<file path="config.mk">
export PLATFORM = sky130hd
export DESIGN_NAME = led_strip_level_visualizer_unit_flat
export DESIGN_NICKNAME = d
export VERILOG_FILES = /design/src/hw/rtl/lslv_pkg.sv /design/src/hw/rtl/lslv_amp_if.sv /design/src/hw/rtl/lslv_led_if.sv /design/src/hw/rtl/lslv_ctrl.sv /design/src/hw/rtl/lslv_datapath.sv /design/src/hw/rtl/led_strip_level_visualizer_unit.sv /design/src/flat_wrapper.sv
export SDC_FILE = /design/constraint.sdc
export NUM_CORES = 2
export LEC_CHECK = 0
export ABC_AREA = 1
export BUFFER_PORTS_ARGS = -buffer_cell sky130_fd_sc_hd__buf_4
export CAP_MARGIN = 20
export CELL_PAD_IN_SITES_DETAIL_PLACEMENT = 0
export CELL_PAD_IN_SITES_GLOBAL_PLACEMENT = 2
export CORE_AREA = 2 2 445 447
export CTS_BUF_LIST = sky130_fd_sc_hd__clkbuf_2
export DETAILED_ROUTE_END_ITERATION = 12
export DIE_AREA = 0 0 447 449
export MAX_ROUTING_LAYER = met4
export PLACE_DENSITY_LB_ADDON = 0.1
export SLEW_MARGIN = 20
export SYNTH_ARGS = -nofsm -noshare
export SYNTH_HDL_FRONTEND = slang
export SYNTH_SLANG_ARGS = --single-unit
export TNS_END_PERCENT = 10
</file>
<file path="constraint.sdc">
create_clock -name clk_i -period 7.5 [get_ports clk_i]
set_input_delay 1.125 -clock clk_i [delete_from_list [all_inputs] [get_ports clk_i]]
set_output_delay 1.125 -clock clk_i [all_outputs]
set_load 0.03 [all_outputs]
</file>
<file path="src/hw/rtl/lslv_pkg.sv">
// Shared constants, types and codes of the LED strip level visualizer.
package lslv_pkg;

  // Strip geometry
  localparam int STRIP_LENGTH = 60;
  localparam int MID          = STRIP_LENGTH / 2;
  localparam int ADDR_W       = $clog2(STRIP_LENGTH);
  localparam int LEN_W        = $clog2(STRIP_LENGTH + 1);
  localparam int CMP_W        = LEN_W + 1;

  // Field widths
  localparam int AMP_W        = 16;
  localparam int POS_W        = 6;
  localparam int COLOR_W      = 24;
  localparam int BRIGHT_W     = 7;
  localparam int PSIZE_W      = 3;
  localparam int PALETTE_LEN  = 6;

  // Configuration port
  localparam int CFG_IDX_W    = 3;
  localparam int CFG_DATA_W   = 24;

  localparam logic [CFG_IDX_W-1:0] CFG_DISPLAY_MODE = 3'd0;
  localparam logic [CFG_IDX_W-1:0] CFG_PALETTE_SIZE = 3'd1;
  localparam logic [CFG_IDX_W-1:0] CFG_PALETTE_BASE = 3'd2;

  localparam logic [PSIZE_W-1:0] PSIZE_RESET = 3'd6;
  localparam logic [PSIZE_W-1:0] PSIZE_MAX   = 3'd6;

  localparam logic [COLOR_W-1:0] BAR_COLOR = 24'h0000FF;

  typedef enum logic [1:0] {
    MODE_BAR     = 2'd0,
    MODE_GREY    = 2'd1,
    MODE_PALETTE = 2'd2,
    MODE_OFF     = 2'd3
  } mode_e;

  // Controller to datapath commands
  typedef struct packed {
    logic capture;
    logic prep;
    logic scale;
    logic step;
  } dp_cmd_t;

  // Datapath to controller status
  typedef struct packed {
    logic out_free;
    logic at_last;
  } dp_sts_t;

endpackage

</file>
<file path="src/hw/rtl/lslv_amp_if.sv">
// Input channel carrying one amplitude sample per transaction.
interface lslv_amp_if;
  logic                        valid;
  logic                        ready;
  logic [lslv_pkg::AMP_W-1:0]  amplitude;

  modport source (output valid, output amplitude, input ready);
  modport sink   (input valid, input amplitude, output ready);
endinterface

</file>
<file path="src/hw/rtl/lslv_led_if.sv">
// Output channel carrying one LED colour per transaction.
interface lslv_led_if;
  logic                          valid;
  logic                          ready;
  logic [lslv_pkg::POS_W-1:0]    led_position;
  logic [lslv_pkg::COLOR_W-1:0]  led_color;
  logic                          frame_last;

  modport source (output valid, output led_position, output led_color, output frame_last,
                  input ready);
  modport sink   (input valid, input led_position, input led_color, input frame_last,
                  output ready);
endinterface

</file>
<file path="src/hw/rtl/lslv_ctrl.sv">
// Sequencing state machine: accept, prepare, scale, then sweep the frame.
module lslv_ctrl (
  input  logic              clk_i,
  input  logic              rst_ni,
  input  logic              in_valid_i,
  output logic              in_ready_o,
  input  lslv_pkg::dp_sts_t sts_i,
  output lslv_pkg::dp_cmd_t cmd_o
);

  typedef enum logic [3:0] {
    ST_IDLE  = 4'b0001,
    ST_PREP  = 4'b0010,
    ST_SCALE = 4'b0100,
    ST_SWEEP = 4'b1000
  } state_e;

  state_e state_q, state_d;
  logic   step;

  assign in_ready_o = (state_q == ST_IDLE);
  // one LED per cycle while the output register can take it
  assign step       = (state_q == ST_SWEEP) && sts_i.out_free;

  always_comb begin
    cmd_o.capture = in_valid_i && in_ready_o;
    cmd_o.prep    = (state_q == ST_PREP);
    cmd_o.scale   = (state_q == ST_SCALE);
    cmd_o.step    = step;
  end

  // next state
  always_comb begin
    state_d = state_q;
    unique case (state_q)
      ST_IDLE:  if (in_valid_i) state_d = ST_PREP;
      ST_PREP:  state_d = ST_SCALE;
      ST_SCALE: state_d = ST_SWEEP;
      ST_SWEEP: if (step && sts_i.at_last) state_d = ST_IDLE;
      default:  state_d = ST_IDLE;
    endcase
  end

  always_ff @(posedge clk_i or negedge rst_ni) begin
    if (!rst_ni) begin
      state_q <= ST_IDLE;
    end else begin
      state_q <= state_d;
    end
  end

endmodule

</file>
<file path="src/hw/rtl/lslv_datapath.sv">
// Config registers, level arithmetic, frame memory and output register.
module lslv_datapath (
  input  logic                              clk_i,
  input  logic                              rst_ni,
  input  lslv_pkg::dp_cmd_t                 cmd_i,
  output lslv_pkg::dp_sts_t                 sts_o,
  input  logic [lslv_pkg::AMP_W-1:0]        amplitude_i,
  input  logic                              out_ready_i,
  output logic                              out_valid_o,
  output logic [lslv_pkg::POS_W-1:0]        led_position_o,
  output logic [lslv_pkg::COLOR_W-1:0]      led_color_o,
  output logic                              frame_last_o,
  input  logic                              cfg_we_i,
  input  logic [lslv_pkg::CFG_IDX_W-1:0]    cfg_idx_i,
  input  logic [lslv_pkg::CFG_DATA_W-1:0]   cfg_data_i
);

  localparam int AW    = lslv_pkg::ADDR_W;
  localparam int CW    = lslv_pkg::COLOR_W;
  localparam int BW    = lslv_pkg::BRIGHT_W;
  localparam int PW    = lslv_pkg::PSIZE_W;
  localparam int LW    = lslv_pkg::LEN_W;
  localparam int KW    = lslv_pkg::CMP_W;
  localparam int AMPW  = lslv_pkg::AMP_W;
  localparam int LITW  = AMPW + LW;

  localparam logic [AW-1:0] LAST_IDX = AW'(lslv_pkg::STRIP_LENGTH - 1);
  localparam logic [KW-1:0] MID_K    = KW'(lslv_pkg::MID);
  localparam logic [AW:0]   LEN_A    = (AW + 1)'(lslv_pkg::STRIP_LENGTH);

  // floor(x / 255) for products of an 8-bit and a 7-bit value
  function automatic logic [7:0] div255(input logic [14:0] x);
    logic [15:0] s;
    s = 16'(x) + 16'(x >> 8) + 16'd1;
    return s[15:8];
  endfunction

  // ---------------- configuration registers
  lslv_pkg::mode_e mode_q;
  logic [PW-1:0]   psize_q;
  logic [CW-1:0]   pal_q [lslv_pkg::PALETTE_LEN];

  always_ff @(posedge clk_i or negedge rst_ni) begin
    if (!rst_ni) begin
      mode_q  <= lslv_pkg::MODE_BAR;
      psize_q <= lslv_pkg::PSIZE_RESET;
      for (int k = 0; k < lslv_pkg::PALETTE_LEN; k++) pal_q[k] <= '0;
    end else if (cfg_we_i) begin
      if (cfg_idx_i == lslv_pkg::CFG_DISPLAY_MODE) begin
        mode_q <= lslv_pkg::mode_e'(cfg_data_i[1:0]);
      end
      if (cfg_idx_i == lslv_pkg::CFG_PALETTE_SIZE) begin
        psize_q <= cfg_data_i[PW-1:0];
      end
      for (int k = 0; k < lslv_pkg::PALETTE_LEN; k++) begin
        if (cfg_idx_i == lslv_pkg::CFG_PALETTE_BASE + 3'(k)) pal_q[k] <= cfg_data_i[CW-1:0];
      end
    end
  end

  // ---------------- per-sample arithmetic
  logic [AMPW-1:0] dn_q;
  logic [BW-1:0]   bright_q;
  logic [LW-1:0]   half_q;
  logic [CW-1:0]   color_q;
  logic [CW-1:0]   word_q;
  logic [2:0]      ptr_q, ptr_d;

  logic [AMPW-1:0] dn_d;
  logic [23:0]     bright_prod;
  logic [LITW-1:0] lit_prod;
  logic [CW-1:0]   pal_sel;
  logic [PW-1:0]   psize_eff;
  logic [3:0]      ptr_inc;

  // |amplitude - midpoint|
  assign dn_d = amplitude_i[AMPW-1] ? {1'b0, amplitude_i[AMPW-2:0]}
                                    : (16'h8000 - amplitude_i);

  assign bright_prod = {dn_q, 8'd0} - 24'(dn_q);
  assign lit_prod    = LITW'(dn_q) * LITW'(lslv_pkg::STRIP_LENGTH);

  always_comb begin
    unique case (ptr_q)
      3'd0:    pal_sel = pal_q[0];
      3'd1:    pal_sel = pal_q[1];
      3'd2:    pal_sel = pal_q[2];
      3'd3:    pal_sel = pal_q[3];
      3'd4:    pal_sel = pal_q[4];
      3'd5:    pal_sel = pal_q[5];
      default: pal_sel = '0;
    endcase
  end

  // palette size clamped to 1..6, pointer wraps at the size
  always_comb begin
    psize_eff = psize_q;
    if (psize_q == '0) psize_eff = PW'(1);
    if (psize_q > lslv_pkg::PSIZE_MAX) psize_eff = lslv_pkg::PSIZE_MAX;
    ptr_inc = 4'(ptr_q) + 4'd1;
    ptr_d   = (ptr_inc >= 4'(psize_eff)) ? 3'd0 : ptr_inc[2:0];
  end

  always_ff @(posedge clk_i or negedge rst_ni) begin
    if (!rst_ni) begin
      ptr_q <= '0;
    end else if (cmd_i.prep && (mode_q == lslv_pkg::MODE_PALETTE)) begin
      ptr_q <= ptr_d;
    end
  end

  always_ff @(posedge clk_i) begin
    if (cmd_i.capture) dn_q <= dn_d;
    if (cmd_i.prep) begin
      bright_q <= bright_prod[16 +: BW];
      half_q   <= lit_prod[15 +: LW];
      color_q  <= pal_sel;
    end
    // scaled colour, reordered to g, b, r
    if (cmd_i.scale) begin
      word_q <= {div255(15'(color_q[15:8]) * 15'(bright_q)),
                 div255(15'(color_q[7:0]) * 15'(bright_q)),
                 div255(15'(color_q[23:16]) * 15'(bright_q))};
    end
  end

  // ---------------- frame memory and sweep
  logic [CW-1:0] frame_mem [lslv_pkg::STRIP_LENGTH];
  logic [CW-1:0] rd_data_q;
  logic [CW-1:0] prv_q, cur_q;
  logic [AW-1:0] idx_q;
  logic          seeded_q;
  logic          out_valid_q;
  logic [AW:0]   ahead;
  logic          rd_en;
  logic [AW-1:0] rd_addr;
  logic [CW-1:0] new_color;
  logic [KW-1:0] idx_k, half_k;
  logic          bar_on;

  assign ahead = {1'b0, idx_q} + (AW + 1)'(2);

  // prime with entries 0 and 1, then read two ahead of the write
  always_comb begin
    rd_en   = 1'b0;
    rd_addr = '0;
    priority if (cmd_i.prep) begin
      rd_en   = 1'b1;
      rd_addr = '0;
    end else if (cmd_i.scale) begin
      rd_en   = 1'b1;
      rd_addr = AW'(1);
    end else if (cmd_i.step) begin
      rd_en   = (ahead < LEN_A);
      rd_addr = ahead[AW-1:0];
    end else begin
      rd_en   = 1'b0;
    end
  end

  assign idx_k  = KW'(idx_q);
  assign half_k = KW'(half_q);
  assign bar_on = (idx_k >= MID_K) ? (idx_k < MID_K + half_k) : (idx_k + half_k >= MID_K);

  // new colour of LED idx from the level, the scaled colour or its old neighbours
  always_comb begin
    unique case (mode_q)
      lslv_pkg::MODE_BAR:  new_color = bar_on ? lslv_pkg::BAR_COLOR : '0;
      lslv_pkg::MODE_GREY: begin
        new_color = (idx_q == '0) ? {1'b0, bright_q, 1'b0, bright_q, 1'b0, bright_q} : prv_q;
      end
      lslv_pkg::MODE_PALETTE: begin
        if (idx_k > MID_K)              new_color = prv_q;
        else if (idx_k + KW'(1) < MID_K) new_color = rd_data_q;
        else                             new_color = word_q;
      end
      default: new_color = '0;
    endcase
  end

  // memory: one write and one registered read per cycle
  always_ff @(posedge clk_i) begin
    if (cmd_i.step) frame_mem[idx_q] <= new_color;
    if (rd_en) rd_data_q <= seeded_q ? frame_mem[rd_addr] : '0;
  end

  // frame reads as zero until the first full sweep has written it
  always_ff @(posedge clk_i or negedge rst_ni) begin
    if (!rst_ni) begin
      seeded_q    <= 1'b0;
      out_valid_q <= 1'b0;
      idx_q       <= '0;
    end else begin
      if (cmd_i.step && (idx_q == LAST_IDX)) seeded_q <= 1'b1;
      if (cmd_i.step) out_valid_q <= 1'b1;
      else if (out_ready_i) out_valid_q <= 1'b0;
      if (cmd_i.capture) idx_q <= '0;
      else if (cmd_i.step) idx_q <= idx_q + AW'(1);
    end
  end

  always_ff @(posedge clk_i) begin
    if (cmd_i.scale) cur_q <= rd_data_q;
    if (cmd_i.step) begin
      prv_q          <= cur_q;
      cur_q          <= rd_data_q;
      led_position_o <= lslv_pkg::POS_W'(idx_q);
      led_color_o    <= new_color;
      frame_last_o   <= (idx_q == LAST_IDX);
    end
  end

  assign out_valid_o    = out_valid_q;
  assign sts_o.out_free = !out_valid_q || out_ready_i;
  assign sts_o.at_last  = (idx_q == LAST_IDX);

endmodule

</file>
<file path="src/hw/rtl/led_strip_level_visualizer_unit.sv">
// Top level of the LED strip level visualizer.
//
//  channel   dir  handshake        payload
//  amp_in    in   valid / ready    amplitude[15:0]
//  led_out   out  valid / ready    led_position[5:0], led_color[23:0], frame_last
//  cfg       in   cfg_we_i         cfg_idx_i[2:0], cfg_data_i[23:0]
//
// A sample is accepted in the idle state, the level and scaled colour are formed in the
// prep and scale states, then the sweep emits one LED per cycle while the output register
// can take it, bounded by the single read and write port of the frame memory.
// After reset the frame reads as all zero until the first frame is written; no clearing pass.
// A stalled output register pauses the sweep; the next sample is taken once the last
// LED of the frame sits in the output register.
module led_strip_level_visualizer_unit (
  input  logic                             clk_i,
  input  logic                             rst_ni,
  lslv_amp_if.sink                         amp_in,
  lslv_led_if.source                       led_out,
  input  logic                             cfg_we_i,
  input  logic [lslv_pkg::CFG_IDX_W-1:0]   cfg_idx_i,
  input  logic [lslv_pkg::CFG_DATA_W-1:0]  cfg_data_i
);

  lslv_pkg::dp_cmd_t cmd;
  lslv_pkg::dp_sts_t sts;

  lslv_ctrl u_ctrl (
    .clk_i      (clk_i),
    .rst_ni     (rst_ni),
    .in_valid_i (amp_in.valid),
    .in_ready_o (amp_in.ready),
    .sts_i      (sts),
    .cmd_o      (cmd)
  );

  lslv_datapath u_datapath (
    .clk_i          (clk_i),
    .rst_ni         (rst_ni),
    .cmd_i          (cmd),
    .sts_o          (sts),
    .amplitude_i    (amp_in.amplitude),
    .out_ready_i    (led_out.ready),
    .out_valid_o    (led_out.valid),
    .led_position_o (led_out.led_position),
    .led_color_o    (led_out.led_color),
    .frame_last_o   (led_out.frame_last),
    .cfg_we_i       (cfg_we_i),
    .cfg_idx_i      (cfg_idx_i),
    .cfg_data_i     (cfg_data_i)
  );

  // a sample transaction starts a frame, so no second sample right after
  a_busy_after_accept: assert property (@(posedge clk_i) disable iff (!rst_ni)
    amp_in.valid && amp_in.ready |=> !amp_in.ready)
    else $error("input ready right after a sample transaction");

  // while taking samples, only the final LED of a frame may still wait
  a_idle_only_at_frame_end: assert property (@(posedge clk_i) disable iff (!rst_ni)
    amp_in.ready && led_out.valid |-> led_out.frame_last)
    else $error("input ready while a frame is still being sent");

  // within a frame the next LED follows at once with the next position
  a_sweep_advances: assert property (@(posedge clk_i) disable iff (!rst_ni)
    led_out.valid && led_out.ready && !led_out.frame_last |=>
      led_out.valid &&
      (led_out.led_position == $past(led_out.led_position) + lslv_pkg::POS_W'(1)))
    else $error("frame sweep did not advance by one LED");

endmodule
</file>
<file path="src/flat_wrapper.sv">
// flat-port wrapper written by rule: the top's interface ports become plain ports
module led_strip_level_visualizer_unit_flat 
  (clk_i, rst_ni, cfg_we_i, cfg_idx_i, cfg_data_i, amp_in_valid, amp_in_amplitude, amp_in_ready, led_out_valid, led_out_led_position, led_out_led_color, led_out_frame_last, led_out_ready);
  lslv_amp_if amp_in_i ();
  lslv_led_if led_out_i ();
  input  logic clk_i;
  input  logic rst_ni;
  input  logic cfg_we_i;
  input  logic [lslv_pkg::CFG_IDX_W-1:0] cfg_idx_i;
  input  logic [lslv_pkg::CFG_DATA_W-1:0] cfg_data_i;
  input wire logic [$bits(amp_in_i.valid)-1:0] amp_in_valid;
  input wire logic [$bits(amp_in_i.amplitude)-1:0] amp_in_amplitude;
  output wire logic [$bits(amp_in_i.ready)-1:0] amp_in_ready;
  output wire logic [$bits(led_out_i.valid)-1:0] led_out_valid;
  output wire logic [$bits(led_out_i.led_position)-1:0] led_out_led_position;
  output wire logic [$bits(led_out_i.led_color)-1:0] led_out_led_color;
  output wire logic [$bits(led_out_i.frame_last)-1:0] led_out_frame_last;
  input wire logic [$bits(led_out_i.ready)-1:0] led_out_ready;
  assign amp_in_i.valid = amp_in_valid;
  assign amp_in_i.amplitude = amp_in_amplitude;
  assign amp_in_ready = amp_in_i.ready;
  assign led_out_valid = led_out_i.valid;
  assign led_out_led_position = led_out_i.led_position;
  assign led_out_led_color = led_out_i.led_color;
  assign led_out_frame_last = led_out_i.frame_last;
  assign led_out_i.ready = led_out_ready;
  led_strip_level_visualizer_unit u_core (.clk_i(clk_i), .rst_ni(rst_ni), .amp_in(amp_in_i), .led_out(led_out_i), .cfg_we_i(cfg_we_i), .cfg_idx_i(cfg_idx_i), .cfg_data_i(cfg_data_i));
endmodule
</file>
# Word-level counts from Yosys, hierarchy flattened
# Memories as Yosys holds them, arrays and structs flattened. A register that Yosys moved wholly into a read port is not among the register bits.
# Index checks and enable logic that the tools add are counted.
# word_totals
reg_bits	320
elab_cells	124
output_inout_bits	33
ram_bits	1440
input_bits	48
memories	1
# mem_list
memory	words	word_bits	rd	rd_ports_with_merged_regs	wr	line_no	source
u_core.u_datapath.frame_mem	60	24	1	1	1	lslv_datapath.sv:128	logic [CW-1:0] frame_mem [lslv_pkg::STRIP_LENGTH];
# classes
reduce_logical	24
muxes	28
n_mul	4
add_sub_neg	14
order_cmp	8
n_eq_ne	21
# ops
operator	count
one-hot mux 24 bit (6 select lines)	1
2-to-1 mux 24 bit	5
one-hot mux 24 bit (3 select lines)	1
adder 15 x 7 -> 16 bit	3
adder 16 x 1 -> 16 bit (second input constant)	3
multiplier 8 x 7 -> 15 bit	3
2-to-1 mux 6 bit	5
subtractor 23 x 16 -> 23 bit	1
multiplier 16 x 4 -> 19 bit (second input constant)	1
equality test 3 bit (second input constant)	6
AND reduction 2 bit	9
one-hot mux 4 bit (4 select lines)	1
subtractor 16 bit (first input constant)	1
2-to-1 mux 15 bit	1
equality test 3 x 2 -> 1 bit (second input constant)	4
zero test 3 bit	3
2-to-1 mux 3 bit	3
2-to-1 mux 1 bit	8
2-to-1 mux 4 bit	2
2-to-1 mux 8 bit	1
adder 5 x 6 -> 7 bit (first input constant)	1
adder 6 x 1 -> 7 bit (second input constant)	1
adder 6 x 2 -> 7 bit (second input constant)	1
adder 6 x 6 -> 7 bit	1
26 further kinds	33

# Longest topological paths before layout
# depth
depth_word	6
depth_mapped	33

# Hierarchy
# A second synthesis with hierarchy kept.
# hier_totals
hier_cells	7118
hier_area_um2	81309.2
# modules_own_cells
module	cells_per_inst	instances	area_each_um2
lslv_datapath	7085	1	81076.5
lslv_ctrl	33	1	232.7

# Least setup slack after synthesis
# No wires, ideal clock.
# synth_path
kind	input -> register
startpoint	input port led_out_ready
endpoint	memory u_core.u_datapath.frame_mem[0][0] (netlist name) (enable)
n_path_buf	1
setup_slack_ps	2097
path_stages	7
setup_ps	405
t_arrival_ps	4999
cell_sequence	inv_1 > nand2_1 > nand2_4 > inv_4 > clkbuf_1 > nand3_1 > nor2_1
# synth_rtl
item	line_no	source
start, declared	flat_wrapper.sv:18	input wire logic [$bits(led_out_i.ready)-1:0] led_out_ready;
end, declared	lslv_datapath.sv:128	

# Worst setup path in the final report
# layout_path
startpoint	register u_core.u_datapath.bright_q[5]
endpoint	register u_core.u_datapath.word_q[21] (data pin)
# layout_via
elab_chain_len	3
# layout_lines
item	line_no	source
start, declared	lslv_datapath.sv:63	logic [BW-1:0] bright_q;
start signal, assigned	lslv_datapath.sv:115	bright_q <= bright_prod[16 +: BW];
multiplier 8 x 7 -> 15 bit	lslv_datapath.sv:121	word_q <= {div255(15'(color_q[15:8]) * 15'(bright_q)),
adder 15 x 7 -> 16 bit	lslv_datapath.sv:34	s = 16'(x) + 16'(x >> 8) + 16'd1;
adder 16 x 1 -> 16 bit	lslv_datapath.sv:34	
end signal, assigned	lslv_datapath.sv:121	
end, declared	lslv_datapath.sv:66	logic [CW-1:0] word_q;
# Every way passes these cells.
# A chain may end at the register's enable or synchronous reset.

==> results.tsv <==
stage	metric	value	unit
floorplanning	dieArea	201000	um2
synth	ys_warn_count	0	
synth	syn-instance-count	8354	
sta	relSlewSlack	13.4	%
synth	ys_seq_area_share	61.6	%
final_layout	multi_input_area	27300	um2
synth	synth_area	85600	um2
sta	finalMaxSlewViolations	0	
floorplanning	dieHeight	449	um
min_path	hold_class	primary input to flop	
worst_setup_path	criticalPathCategory	flop to flop	
sta	setup-violations-final	0	
worst_setup_path	timing.rr.start	u_core.u_datapath.bright_q[5]	
floorplanning	start_util	43.6	%
place	gp_congestion	0.886	
synth	synth_top_area_share	56.8	%
min_path	min_from	cfg_idx_i[0]	
floorplanning	pin_count	81	
global_routing	antenna_found_initial	15	
sta	tns	0	ns
worst_setup_path	crit_path_start	u_core.u_datapath.bright_q[5]	
synth	synth_flop_cell	edfxtp_1	
final_layout	drive_gt1_share	12.5	%
floorplanning	core.rowCount	163	
place	portBuffers	80	
place	place_inst	10800	
cts	clkSinkCount	1784	
global_routing	grt_usage	28.2	%
detailed_routing	drt-vias-per-instance	5.37	
global_routing	grt_pass1_vias	61800	
worst_setup_path	worstPathMaxFanout	15	
job	maxCapViolCount	0	
floorplanning	chipWidth	447	um
worst_setup_path	start_kind	flop	
cts	cts_root_buf	clkbuf_2	
sta	final-hold-violation-count	0	
global_routing	grt_start_max_net_pins	147	
run_status	status	finished, final reports clean	
synth	synth.area.top_cells	edfxtp_1 57%, nand3_1 9.7%, nand2_1 9.3%	
floorplanning	core_area	196000	um2
synth	synth_largest_area_cell	edfxtp_1	
detailed_routing	dr.pass1.iters	6	
final_layout	syn2layout_area_growth	11.1	%
sta	tightestPinTransition	1.30	ns
detailed_routing	num_vias	63200	
global_routing	grt_first_pass_wirelength	408	mm
final_layout	seqCellArea	52800	um2
sta	final.period_utilization	78.0	%
sta	rsz0062_at_grt	false	
sta	fmax	0.171	GHz
detailed_routing	drc	0	
synth	syn_nets	8703	
power_and_ir_drop	max-vdd-ir-drop	429	uV
worst_setup_path	arrival	7.49	ns
cts	clock_path_buffers	4	
detailed_routing	routed_wl	277	mm
power_and_ir_drop	p_total	31.7	mW
cts	post_cts_buffers	0	
synth	async_reset_ff_share	9.19	%
place	dp_hpwl	158	mm
final_layout	fillerInstances	18400	
worst_setup_path	ff2ff_setup_slack	1.65	ns
power_and_ir_drop	leakagePower	40.5	nW
final_layout	instances_no_fill	11800	
cts	htree_num_levels	5	
synth	ys_types	52	
sta	clock_skew	0.222	ns
cts	numCtsBuffers	482	
detailed_routing	first_iter_violations	5940	
synth	ys_ff_latch	1784	
final_layout	final_cell_mix	2106 x nand2_1, 1660 x nand3_1, 1620 x edfxtp_1, 1003 x inv_1, 720 x clkbuf_2	
worst_setup_path	crit_path_end_kind	flop	
cts	clock_latency	2.02	ns
synth	syn_avg_cell_area	10.2	um2
power_and_ir_drop	powerDensity	333	nW/um2
detailed_routing	final_antenna_net_count	0	
worst_setup_path	crit_required	9.14	ns
detailed_routing	route.detailed.wl_per_inst	23.5	um
synth	synth_edf_count	1620	
cts	path_clk_slew	0.10	ns
cts	cts_tree	done	
global_routing	grt-ovfl-total	0	
final_layout	mostFrequentLayoutCell	nand2_1	
sta	period_needed	5.85	ns
final_layout	fin_nets	9129	
[per-stage QoR]
stage / hold WS (ns) / instance area (um2) / setup slack [ns] / utilization [%]
CTS: 0.00892 / 95100 / 1.61 / 48.5
floorplan: 0.400 / 85600 / 2.10 / -
finish: 0.237 / 95100 / 1.65 / 48.5
global placement: 0.402 / 89400 / 1.65 / 45.6
global route: 0.132 / 95100 / 1.13 / 48.5
detailed placement: 0.405 / 89400 / 1.57 / 45.6
[flip-flops by register name (all words and copies together), names as in the netlist, 4 cells and up]
register	cells
u_core.u_datapath.pal_q	144
u_core.u_datapath.idx_q	6
u_core.u_datapath.dn_q	16
u_core.u_datapath.bright_q	7
u_core.u_datapath.word_q	24
u_core.u_datapath.led_color_o	24
u_core.u_datapath.half_q	6
u_core.u_ctrl.state_q	4
u_core.u_datapath.cur_q	24
u_core.u_datapath.color_q	24
u_core.u_datapath.led_position_o	6
u_core.u_datapath.rd_data_q	24
u_core.u_datapath.frame_mem	1440
u_core.u_datapath.prv_q	24
[power breakdown]
part	internal (mW)	total, mW	switching [mW]
Sequential	12.4	12.7	0.327
Clock	2.66	6.76	4.10
Combinational	3.76	12.3	8.50
[cell usage after synthesis, types with 2 or more instances]
cell type,count
nand2_1,2125
nand3_1,1664
edfxtp_1,1620
inv_1,1003
nand3b_1,221
buf_2,216
clkbuf_1,203
o21ai_0,202
ha_1,185
nor2_1,175
dfrtp_1,161
fa_1,116
a21oi_1,105
buf_1,54
o211ai_1,46
xor2_1,45
a31oi_1,33
nand4_1,23
nor3_1,20
xnor2_1,18
a311oi_1,12
a32o_1,12
a211oi_1,11
inv_2,11
or2_2,10
o22ai_1,8
a221oi_1,5
buf_4,5
a21o_1,4
o21bai_1,4
a21boi_0,3
clkinv_1,3
dfstp_2,3
nand2_4,3
o2111ai_1,3
a22oi_1,2
nor2_2,2
nor2_4,2
o21a_1,2
o31ai_1,2
[routing by layer]
| layer | up-vias | share of wire, % | GRT usage [%] |
|---|---|---|---|
| li1 | 29300 | - | - |
| met1 | 31100 | 44 | 38.4 |
| met2 | 2328 | 46 | 42.9 |
| met3 | 404 | 7.1 | 4.66 |
| met4 | 0 | 3.0 | 9.72 |
| met5 | - | 0 | - |
[path summary, 6_finish.rpt]
path	end	cells after the start
worst max-delay path	u_core.u_datapath.word_q[21]	24
worst min-delay path	u_core.u_datapath.mode_q[1]	5
worst max register to register	u_core.u_datapath.word_q[21]	24
worst min register to register	u_core.u_datapath.prv_q[8]	0
max in group asynchronous	u_core.u_datapath.pal_q[61]	5
min in group asynchronous	u_core.u_datapath.pal_q[133]	5
[layout make-up]
| cell class | instances | share of cell area [%] |
|---|---|---|
| flip-flops and latches | 1784 | 55.4 |
| multi-input cells | 5072 | 28.6 |
| repair buffers | 421 | 4.06 |
| inverters | 1019 | 4.03 |
| clock buffers | 720 | 3.79 |
| well taps | 2640 | 3.47 |
| clock inverters | 97 | 0.523 |
| diodes | 11 | 0.0289 |
[cells by family after synthesis]
logic type	after synthesis	synth area share, %
buffers and inverters	1498	6.92
xor gates and xnor gates	64	0.663
adders and majority gates	301	5.42
DFF	1784	61.6
and+or+nand+nor	4250	22.2
AOI/OAI and AO/OA	457	3.14
[critical path: stages, from the launching register on]
cell and delay, ns:
edfxtp_1 0.65, buf_4 0.31, nand2_1 0.07, inv_1 0.08
fa_1 0.43, fa_1 0.46, fa_1 0.50, inv_1 0.05
fa_1 0.48, inv_1 0.04, ha_1 0.35, a21oi_1 0.32
nand2_1 0.09, nand2_1 0.09, nand3_1 0.08, nand2_1 0.09
inv_1 0.04, o21ai_0 0.14, nand2_1 0.11, xnor2_1 0.16
ha_1 0.37, nand4_1 0.10, o21ai_0 0.34, nand2_1 0.14
xor2_1 0.16
[timing repair]
item                                   4_1_cts  5_1_grt
endpoints found under the hold margin      354        0
hold buffers                               152        0
setup endpoints to repair                    0        0
resized for setup                            0        0
(Power assumes the default switching activity.)
